--- src/hw/rtl/deq_pkg.sv ---
// Shared types and constants for the double-ended queue core.
`timescale 1ns / 1ps
`default_nettype none

package deq_pkg;

  // Default number of cells, data width of one stored item
  localparam int unsigned DequeDepth = 64;
  localparam int unsigned DataW      = 32;

  // Input opcodes
  typedef enum logic [2:0] {
    OpPushFront = 3'd0,
    OpPushBack  = 3'd1,
    OpPopFront  = 3'd2,
    OpPopBack   = 3'd3,
    OpList      = 3'd4
  } op_e;

  // Result status codes
  typedef enum logic [1:0] {
    StatOk    = 2'd0,
    StatEmpty = 2'd1,
    StatFull  = 2'd2
  } status_e;

  // Command broadcast to every cell of the chain
  typedef enum logic [2:0] {
    CmdHold     = 3'd0,
    CmdShiftIn  = 3'd1,  // push front: every cell takes its left neighbor
    CmdShiftOut = 3'd2,  // pop front: every cell takes its right neighbor
    CmdAppend   = 3'd3,  // push back: the cell at the fill position loads
    CmdRotate   = 3'd4   // list: occupied cells rotate one place toward the head
  } cell_cmd_e;

  // Control bundle from the sequencer to the cells
  typedef struct packed {
    cell_cmd_e         cmd;
    logic signed [DataW-1:0] value;
  } cell_ctrl_t;

  // Input item
  typedef struct packed {
    logic [2:0]              opcode;
    logic signed [DataW-1:0] push_value;
  } in_item_t;

  // Result item
  typedef struct packed {
    logic signed [DataW-1:0] read_value;
    logic [1:0]              status;
    logic                    last_of_run;
  } out_item_t;

endpackage

`default_nettype wire

--- src/hw/rtl/deq_cell.sv ---
// One storage cell of the deque chain.
`timescale 1ns / 1ps
`default_nettype none

module deq_cell #(
  parameter int unsigned CntW    = 7,
  parameter int unsigned CellIdx = 0
) (
  input  wire logic                                   clk_i,
  input  wire deq_pkg::cell_ctrl_t                    ctrl_i,
  input  wire logic [CntW-1:0]                        count_i,
  input  wire logic signed [deq_pkg::DataW-1:0]       left_i,
  input  wire logic signed [deq_pkg::DataW-1:0]       right_i,
  input  wire logic signed [deq_pkg::DataW-1:0]       head_i,
  output logic signed [deq_pkg::DataW-1:0]            data_o
);

  logic signed [deq_pkg::DataW-1:0] data_q, data_d;
  logic is_fill_pos;  // first free slot
  logic is_tail;      // last occupied slot

  assign is_fill_pos = (count_i == CntW'(CellIdx));
  assign is_tail     = (count_i == CntW'(CellIdx + 1));

  // Next value depends on the broadcast command and the cell position
  always_comb begin
    data_d = data_q;
    unique case (ctrl_i.cmd)
      deq_pkg::CmdShiftIn:  data_d = left_i;
      deq_pkg::CmdShiftOut: data_d = right_i;
      deq_pkg::CmdAppend: begin
        if (is_fill_pos) data_d = ctrl_i.value;
      end
      deq_pkg::CmdRotate: begin
        if (is_tail) begin
          data_d = head_i;
        end else if (count_i > CntW'(CellIdx)) begin
          data_d = right_i;
        end
      end
      default: data_d = data_q;
    endcase
  end

  // Payload register, no reset needed
  always_ff @(posedge clk_i) begin
    data_q <= data_d;
  end

  assign data_o = data_q;

endmodule

`default_nettype wire

--- src/hw/rtl/double_ended_queue_core.sv ---
// Top level of the double-ended queue: sequencer, output register and cell chain.
//
// Usage:
//  - Input channel in_valid_i / in_ready_o / in_item_i carries an opcode and a
//    value; output channel out_valid_o / out_ready_i / out_item_o carries results.
//  - Items live in a chain of DEPTH cells; the front item sits in cell 0.
//    Push front shifts the chain right, pop front shifts it left, push back
//    loads the first free cell, pop back just shrinks the fill count.
//  - Push and pop: one result, registered in the cycle after acceptance. The next
//    item is taken in the following cycle, so these run at one item per cycle
//    as long as the output is drained.
//  - List of N items: while the output is drained, the occupied cells rotate toward
//    cell 0 once per cycle and cell 0 is copied out each cycle, one result per
//    cell; the first result is registered once the sequencer is in the list
//    state. The input is held off during the rotation; the chain ends unchanged.
//  - A list of an empty deque gives a single empty status.
//  - A stall on the output freezes the rotation; the pending result stays.
//  - Reset empties the deque at once; stored data is not cleared.
`timescale 1ns / 1ps
`default_nettype none

module double_ended_queue_core #(
  parameter int unsigned DEPTH = deq_pkg::DequeDepth
) (
  input  wire logic                clk_i,
  input  wire logic                rst_ni,
  input  wire logic                in_valid_i,
  output logic                     in_ready_o,
  input  wire deq_pkg::in_item_t   in_item_i,
  output logic                     out_valid_o,
  input  wire logic                out_ready_i,
  output deq_pkg::out_item_t       out_item_o
);

  localparam int unsigned CntW = $clog2(DEPTH + 1);

  typedef enum logic [1:0] {
    StIdle = 2'b01,
    StList = 2'b10
  } state_e;

  state_e                state_q, state_d;
  logic [CntW-1:0]       count_q, count_d;
  logic [CntW-1:0]       list_cnt_q, list_cnt_d;
  logic                  out_valid_q, out_valid_d;
  deq_pkg::out_item_t    out_q, out_d;
  deq_pkg::cell_ctrl_t   ctrl;

  logic signed [deq_pkg::DataW-1:0] cell_data [DEPTH];

  logic in_fire, out_free, is_full, is_empty, list_last;

  assign out_free   = !out_valid_q || out_ready_i;
  assign in_ready_o = (state_q == StIdle) && out_free;
  assign in_fire    = in_valid_i && in_ready_o;
  assign is_full    = (count_q == CntW'(DEPTH));
  assign is_empty   = (count_q == '0);
  assign list_last  = (list_cnt_q == count_q - CntW'(1));

  // Sequencer
  always_comb begin
    state_d     = state_q;
    count_d     = count_q;
    list_cnt_d  = list_cnt_q;
    out_valid_d = out_valid_q && !out_ready_i;
    out_d       = out_q;
    ctrl.cmd    = deq_pkg::CmdHold;
    ctrl.value  = in_item_i.push_value;

    unique case (state_q)
      StIdle: begin
        if (in_fire) begin
          out_d.read_value  = '0;
          out_d.status      = deq_pkg::StatOk;
          out_d.last_of_run = 1'b1;
          unique case (in_item_i.opcode)
            deq_pkg::OpPushFront, deq_pkg::OpPushBack: begin
              out_valid_d = 1'b1;
              if (is_full) begin
                out_d.status = deq_pkg::StatFull;
              end else begin
                ctrl.cmd = (in_item_i.opcode == deq_pkg::OpPushFront) ?
                           deq_pkg::CmdShiftIn : deq_pkg::CmdAppend;
                count_d  = count_q + CntW'(1);
              end
            end
            deq_pkg::OpPopFront, deq_pkg::OpPopBack: begin
              out_valid_d = 1'b1;
              if (is_empty) begin
                out_d.status = deq_pkg::StatEmpty;
              end else begin
                if (in_item_i.opcode == deq_pkg::OpPopFront) begin
                  ctrl.cmd = deq_pkg::CmdShiftOut;
                end
                count_d = count_q - CntW'(1);
              end
            end
            deq_pkg::OpList: begin
              if (is_empty) begin
                out_valid_d  = 1'b1;
                out_d.status = deq_pkg::StatEmpty;
              end else begin
                list_cnt_d = '0;
                state_d    = StList;
              end
            end
            default: ;  // unused opcode: no result
          endcase
        end
      end
      StList: begin
        if (out_free) begin
          out_valid_d       = 1'b1;
          out_d.read_value  = cell_data[0];
          out_d.status      = deq_pkg::StatOk;
          out_d.last_of_run = list_last;
          ctrl.cmd          = deq_pkg::CmdRotate;
          list_cnt_d        = list_cnt_q + CntW'(1);
          if (list_last) state_d = StIdle;
        end
      end
      default: state_d = StIdle;
    endcase
  end

  // Control registers
  always_ff @(posedge clk_i or negedge rst_ni) begin
    if (!rst_ni) begin
      state_q     <= StIdle;
      count_q     <= '0;
      list_cnt_q  <= '0;
      out_valid_q <= 1'b0;
    end else begin
      state_q     <= state_d;
      count_q     <= count_d;
      list_cnt_q  <= list_cnt_d;
      out_valid_q <= out_valid_d;
    end
  end

  // Output payload register
  always_ff @(posedge clk_i) begin
    out_q <= out_d;
  end

  assign out_valid_o = out_valid_q;
  assign out_item_o  = out_q;

  // Cell chain
  for (genvar i = 0; i < DEPTH; i++) begin : g_cell
    logic signed [deq_pkg::DataW-1:0] left_data, right_data;

    if (i == 0) begin : g_head
      assign left_data = in_item_i.push_value;
    end else begin : g_body
      assign left_data = cell_data[i-1];
    end

    if (i == DEPTH - 1) begin : g_end
      assign right_data = cell_data[i];
    end else begin : g_mid
      assign right_data = cell_data[i+1];
    end

    deq_cell #(
      .CntW    (CntW),
      .CellIdx (i)
    ) u_cell (
      .clk_i   (clk_i),
      .ctrl_i  (ctrl),
      .count_i (count_q),
      .left_i  (left_data),
      .right_i (right_data),
      .head_i  (cell_data[0]),
      .data_o  (cell_data[i])
    );
  end

  // Checks
  a_count_bound: assert property (@(posedge clk_i) disable iff (!rst_ni)
    count_q <= CntW'(DEPTH))
    else $error("fill count above depth");

  a_list_count_stable: assert property (@(posedge clk_i) disable iff (!rst_ni)
    (state_q == StList) |=> (count_q == $past(count_q)))
    else $error("fill count changed during list");

  a_list_cursor: assert property (@(posedge clk_i) disable iff (!rst_ni)
    (state_q == StList) |-> (list_cnt_q < count_q))
    else $error("list cursor out of range");

  a_no_input_in_list: assert property (@(posedge clk_i) disable iff (!rst_ni)
    (state_q == StList) |-> !in_ready_o)
    else $error("input taken during list");

endmodule

`default_nettype wire
--- config.mk ---
export PLATFORM = sky130hd
export DESIGN_NAME = double_ended_queue_core
export DESIGN_NICKNAME = d
export VERILOG_FILES = /design/src/hw/rtl/deq_pkg.sv /design/src/hw/rtl/deq_cell.sv /design/src/hw/rtl/double_ended_queue_core.sv
export SDC_FILE = /design/constraint.sdc
export NUM_CORES = 2
export LEC_CHECK = 0
export BUFFER_PORTS_ARGS = -buffer_cell sky130_fd_sc_hd__buf_2
export CAP_MARGIN = 25
export CELL_PAD_IN_SITES_DETAIL_PLACEMENT = 0
export CELL_PAD_IN_SITES_GLOBAL_PLACEMENT = 2
export CORE_ASPECT_RATIO = 1.1
export CORE_MARGIN = 2
export CORE_UTILIZATION = 40
export CTS_BUF_LIST = sky130_fd_sc_hd__clkbuf_8 sky130_fd_sc_hd__clkbuf_16
export DETAILED_ROUTE_END_ITERATION = 10
export GPL_ROUTABILITY_DRIVEN = 0
export PLACE_DENSITY_LB_ADDON = 0.1
export SYNTH_ARGS = -nofsm -noshare
export SYNTH_HDL_FRONTEND = slang
export SYNTH_SLANG_ARGS = --single-unit
--- constraint.sdc ---
create_clock -name clk_i -period 8.3 [get_ports clk_i]
set_input_delay 0.415 -clock clk_i [delete_from_list [all_inputs] [get_ports clk_i]]
set_output_delay 0.415 -clock clk_i [all_outputs]
set_load 0.005 [all_outputs]
After elaboration in Yosys (flattened, before gate mapping)
Cells that the tools add are included.

storage, ports and cells
  register bits after elaboration = 2100
  logic and storage cells = 720
  output and inout bits = 37
  bits of input ports = 39

cells by class
  add/sub/neg operators = 3
  equal/unequal tests = 211
  multiplexer cells = 288
  reductions and logical operators = 84
  $lt $le $gt $ge = 63

operators by type and width
  cell                   count
  $pmux W32 S4           63
  $mux W32               191
  $eq A7 B6 Y1 const B   32
  $gt A7 B6 Y1 const B   31
  $reduce_and A3 Y1      64
  $ne A3 B1 Y1 const B   62
  $ne A2 B1 Y1 const B   67
  $eq A7 B5 Y1 const B   16
  $gt A7 B5 Y1 const B   16
  $pmux W32 S3           1
  $mux W35               2
  $pmux W35 S2           1
  $eq A7 B4 Y1 const B   8
  $gt A7 B4 Y1 const B   8
  $mux W7                6
  $eq A7 B3 Y1 const B   4
  $gt A7 B3 Y1 const B   4
  $pmux W7 S2            2
  $mux W2                11
  $reduce_and A5 Y1      3
  $add A7 B1 Y7 const B  2
  $eq A7 B2 Y1 const B   2
  $gt A7 B1 Y1 const B   2
  $gt A7 B2 Y1 const B   2
  27 further kinds       49

Logic depth before layout (Yosys ltp)
  depth in word-level cells = 9
  mapped depth = 15
  gate-level depth less buffers = 8

Worst setup path after synthesis
OpenSTA, ideal clock, no wires.

  kind = register -> register
  from = register count_q[0]
  to = register g_cell[47].u_cell.data_q, in the netlist g_cell[47].u_cell.data_o[0], enable pin
  arrival time = 5.305 ns
  clock period less this slack = 5.775 ns
  buffers on the path = 5
  setup time = 0.470 ns
  required time = 7.830 ns
  setup slack = 2.525 ns
  stages on the path, launching flop included = 14
  cell sequence = dfrtp_1 clkbuf_1 buf_1 inv_1 ha_1 buf_2 nor4b_4 a21oi_1 o21ai_0 and2_1 clkbuf_1 nor2_1 clkbuf_1 a211oi_1

on the way
  cells in the longest elaborated chain, start to end = 8
  elaborated cells on any way between the ends = 18
  those cells by class = order compare (1); eq/ne (9); mux (5); reduce/logical (3)

RTL lines
  element                                                  line                                                          text
  start: declaration                                       double_ended_queue_core.sv:43                                 logic [CntW-1:0] count_q, count_d;
  start signal: assignment                                 double_ended_queue_core.sv:135                                count_q <= count_d;
  $eq A7 B7 Y1 / $logic_not A7 Y1 (equally long branches)  double_ended_queue_core.sv:56, double_ended_queue_core.sv:57
  $mux W2 (on tied branches)                               double_ended_queue_core.sv:79, double_ended_queue_core.sv:89
  $pmux W2 S2                                              double_ended_queue_core.sv:76                                 unique case (in_item_i.opcode)
  $mux W2                                                  double_ended_queue_core.sv:72                                 if (in_fire) begin
  $pmux W3 S2                                              double_ended_queue_core.sv:70                                 unique case (state_q)
  $eq A3 B3 Y1 (tied with other cells)                     deq_cell.sv:28                                                unique case (ctrl_i.cmd)
  $ne A3 B1 Y1 (no source line) (tied with other cells)    --
  $reduce_and A3 Y1 (no source line) *                     --
  end signal: assignment                                   deq_cell.sv:47                                                data_q <= data_d;
  end: declaration                                         deq_cell.sv:18                                                logic signed [deq_pkg::DataW-1:0] data_q, data_d;

Every way passes the cells marked *; elsewhere a longest branch is shown, timed or not.
A chain may end at the register's enable or synchronous reset.

Worst setup path in the final report
  from = register count_q[1]
  to = register g_cell[42].u_cell.data_q, in the netlist g_cell[42].u_cell.data_o[1], enable pin

on the way
  cells in the longest elaborated chain, start to end = 8
  elaborated cells on any way between the ends = 18
  those cells by class = order compare (1); eq/ne (9); mux (5); reduce/logical (3)

RTL lines
  element                                                  line
  $eq A7 B7 Y1 / $logic_not A7 Y1 (equally long branches)  double_ended_queue_core.sv:56, double_ended_queue_core.sv:57
  $mux W2 (on tied branches)                               double_ended_queue_core.sv:79, double_ended_queue_core.sv:89
  $pmux W2 S2                                              double_ended_queue_core.sv:76
  $mux W2                                                  double_ended_queue_core.sv:72
  $pmux W3 S2                                              double_ended_queue_core.sv:70
  $eq A3 B3 Y1 (tied with other cells)                     deq_cell.sv:28
  $ne A3 B1 Y1 (no source line) (tied with other cells)    --
  $reduce_and A3 Y1 (no source line) *                     --
  end signal: assignment                                   deq_cell.sv:47
  end: declaration                                         deq_cell.sv:18

Marks and branches as above.

==> run summary <==
total number of vias = 87825
final setup fails = 0
Syn Inst Count = 8241
clk buf depth = 4
number of global-route vias before repair = 87775
row count = 203
clk sinks = 2100
Final nets = 7567
post-route ant nets = 0
Hold Violations, Final = 0
post-synthesis register bit count = 2100
DRT Pass-1 Iters = 6
antenna violations before repair = 21
Avg Inst Size Synth = 13.5 um2
crit share post-route = 67.2%
Pwr Total = 39.7 mW
Least-Margin Pin Slew = 1.18 ns
Placeable Area = 0.277 mm2
Sum Neg Setup Slack = 0 ns
max-slew violation count = 0
vias per inst = 7.70
total die area = 0.283 mm2
H-tree depth = 4
Period minus WS final = 5.58 ns
RSZ-0062 raised after global routing = false
number of synthesized flops with an enable pin = 2083
Cells after DPL = 10937
Ports = 76
first-pass GRT wire length = 659 mm
Initial DRC Count = 12691
Resized cells post-CTS = 0
Area Overhead vs Synth = 10.3%
worst vdd ir = 0.000197 V
Fmax = 0.179 GHz
fraction of layout cells with a size suffix above 1 = 12.8%
Synth cell types = 72
port bufs = 75
most common flop cell mapped by yosys = edfxtp_1
TritonCTS clock tree = built
crit-path max FO = 35
Die Wd = 507 um
Initial Util = 40.1%
Max-slew headroom = 21.2%
routed length per instance = 40.4 um
Seq/Total Area, Yosys = 56.6%
Worst Skew = 0.0796 ns
status = finished, final reports clean
hold buffer count at CTS = 22
Routed WL = 461 mm
Reg2Reg Setup Slack = 2.72 ns
min-delay worst type = in2reg
# DRC = 0
CTS root buf = clkbuf_16
r2r startpoint = count_q[1]
CP Data Arrival Time = 6.12 ns
Non-Filler Instances = 11401
leak pwr = 40.4 nW
Post-Syn Nets = 8286
critical path launch point = count_q[1]
total congestion overflow = 0
max cap viols = 0
DP Wirelength = 269 mm
CP Launch Type = flop
Clock transition at path regs = 0.06 ns
final hold slack = 0.0473 ns
capturing point of the worst reg2reg path = g_cell[42].u_cell.data_o[1]
Synth Cell Area = 0.111 mm2
Die H = 557 um
setup bufs post-CTS = 0
Cell Pwr Density = 323 mW/mm2
Num CTS Buffers = 240
crit end category = flop
fraction of registers with async set/reset = 0.810%
aggregate global-route resource usage = 31.3%
Yosys warnings = 0
critical path type = reg2reg
largest net degree at the start of global routing = 222
Clock Latency Late Sink = 0.96 ns
critical path required time = 8.84 ns
worst setup path endpoint = g_cell[42].u_cell.data_o[1]
reg2reg path depth = 10
cell usage after synthesis (10+ instances only):
master,count,area share [%]
and2_1,43,0.24
o31ai_2,32,0.36
buf_1,45,0.15
mux2_2,34,0.34
clkbuf_1,798,2.7
a221o_1,2016,18
a221oi_1,16,0.13
a21oi_1,61,0.27
dfrtp_1,16,0.36
nor2b_1,11,0.062
o21ai_0,52,0.23
nor3_2,32,0.29
nand2b_1,10,0.056
nand3_1,29,0.13
and3_1,77,0.43
a22o_1,1988,16
buf_2,548,2.5
a211oi_1,12,0.081
nor2_1,54,0.18
edfxtp_1,2083,56
o21ai_1,30,0.13
a31oi_1,14,0.079
nand2_1,93,0.31
nor3_1,25,0.11
layout by cell type, fill, tap and decap left out, types with 13 or more instances in the layout:
cell,instances
o21ai_2,23
nand3_1,29
a21oi_1,40
inv_1,69
nor3_1,18
a22o_1,1987
and3_2,13
a221o_1,2016
o31ai_4,35
dlygate4sd3_1,22
mux2_2,34
clkinv_2,40
and2_1,41
buf_2,76
dfrtp_1,16
a21oi_4,22
clkinv_1,58
and3_1,32
nand2_1,93
a221oi_4,14
buf_4,288
clkbuf_16,241
o21ai_0,52
bufinv_16,14
nor2_1,48
buf_12,39
nor3_4,32
edfxtp_1,2083
and3_4,32
layout make-up:
cell class,instances,area (um2)
repair buffers,441,3910
fillers,25072,155000
clock buffers,241,6030
inverters,8,30.0
flip-flops and latches,2100,63000
well taps,3690,4620
diodes,8,20.0
multi-input cells,4731,44100
clock inverters,182,1180
sequential cells by signal, summed over array words and instances, names as in the netlist:
name and count:
g_cell.u_cell.data_o 2048, out_item_o 35, count_q 7, list_cnt_q 7, state_q 2, out_valid_o 1
worst min-delay path by stage:
stage                  start                     endpoint  cells after the start
2_1_floorplan         rst_ni                   count_q[0]                      0
3_3_place_gp          rst_ni                   count_q[6]                      1
3_5_place_dp          rst_ni                   count_q[6]                      1
6_report       in_item_i[20]  g_cell[0].u_cell.data_o[20]                      2
4_1_cts        in_item_i[20]  g_cell[0].u_cell.data_o[20]                      2
5_1_grt         in_item_i[2]   g_cell[0].u_cell.data_o[2]                      2
where the power goes:
part,leakage (nW),internal [mW],switching (mW)
Clock,3.79,5.64,4.64
Sequential,19.3,15.3,1.54
Combinational,17.3,4.70,7.86
cell families (layout without fill, tap and decap cells):
| kind of cell | Yosys count | count (layout) | share of synthesized area (%) |
|---|---|---|---|
| compound gates | 4269 | 4269 | 35.4 |
| xor+xnor | 13 | 13 | 0.102 |
| buf+inv | 1410 | 872 | 5.41 |
| fa+ha+maj | 6 | 6 | 0.0674 |
| simple gates | 407 | 407 | 2.07 |
| other cells | 0 | 8 | 0 |
| flops | 2100 | 2100 | 56.6 |
| mux | 36 | 36 | 0.363 |
critical path, stage by stage, from the launching register on:
cell      delay (ns)
dfrtp_1         0.64
inv_1           0.33
ha_1            0.38
nor4b_4         0.61
a21oi_1         0.33
o21ai_0         0.61
and2_4          0.65
buf_4           0.73
and3_1          0.33
a211oi_4        0.04
buf_4           0.37
per-stage QoR:
step / util [%] / setup WS, ns / cell area (um2)
floorplan: - / 2.53 / 111000
global placement: 41.4 / 2.92 / 115000
detailed placement: 41.5 / 2.86 / 115000
CTS: 44.2 / 2.81 / 123000
global route: 44.3 / 2.48 / 123000
finish: 44.3 / 2.72 / 123000
layer usage:
layer	share of wire, %	vias to the layer above	GRT usage (%)	wire length [um]
li1	-	35017	-	-
met4	4.2	4	12.0	19300
met5	0.022	-	0.237	103
met2	47	5222	50.1	215000
met3	8.8	933	5.86	40500
met1	40	46649	42.1	186000
No activity file was read; power rests on OpenSTA's default activity.
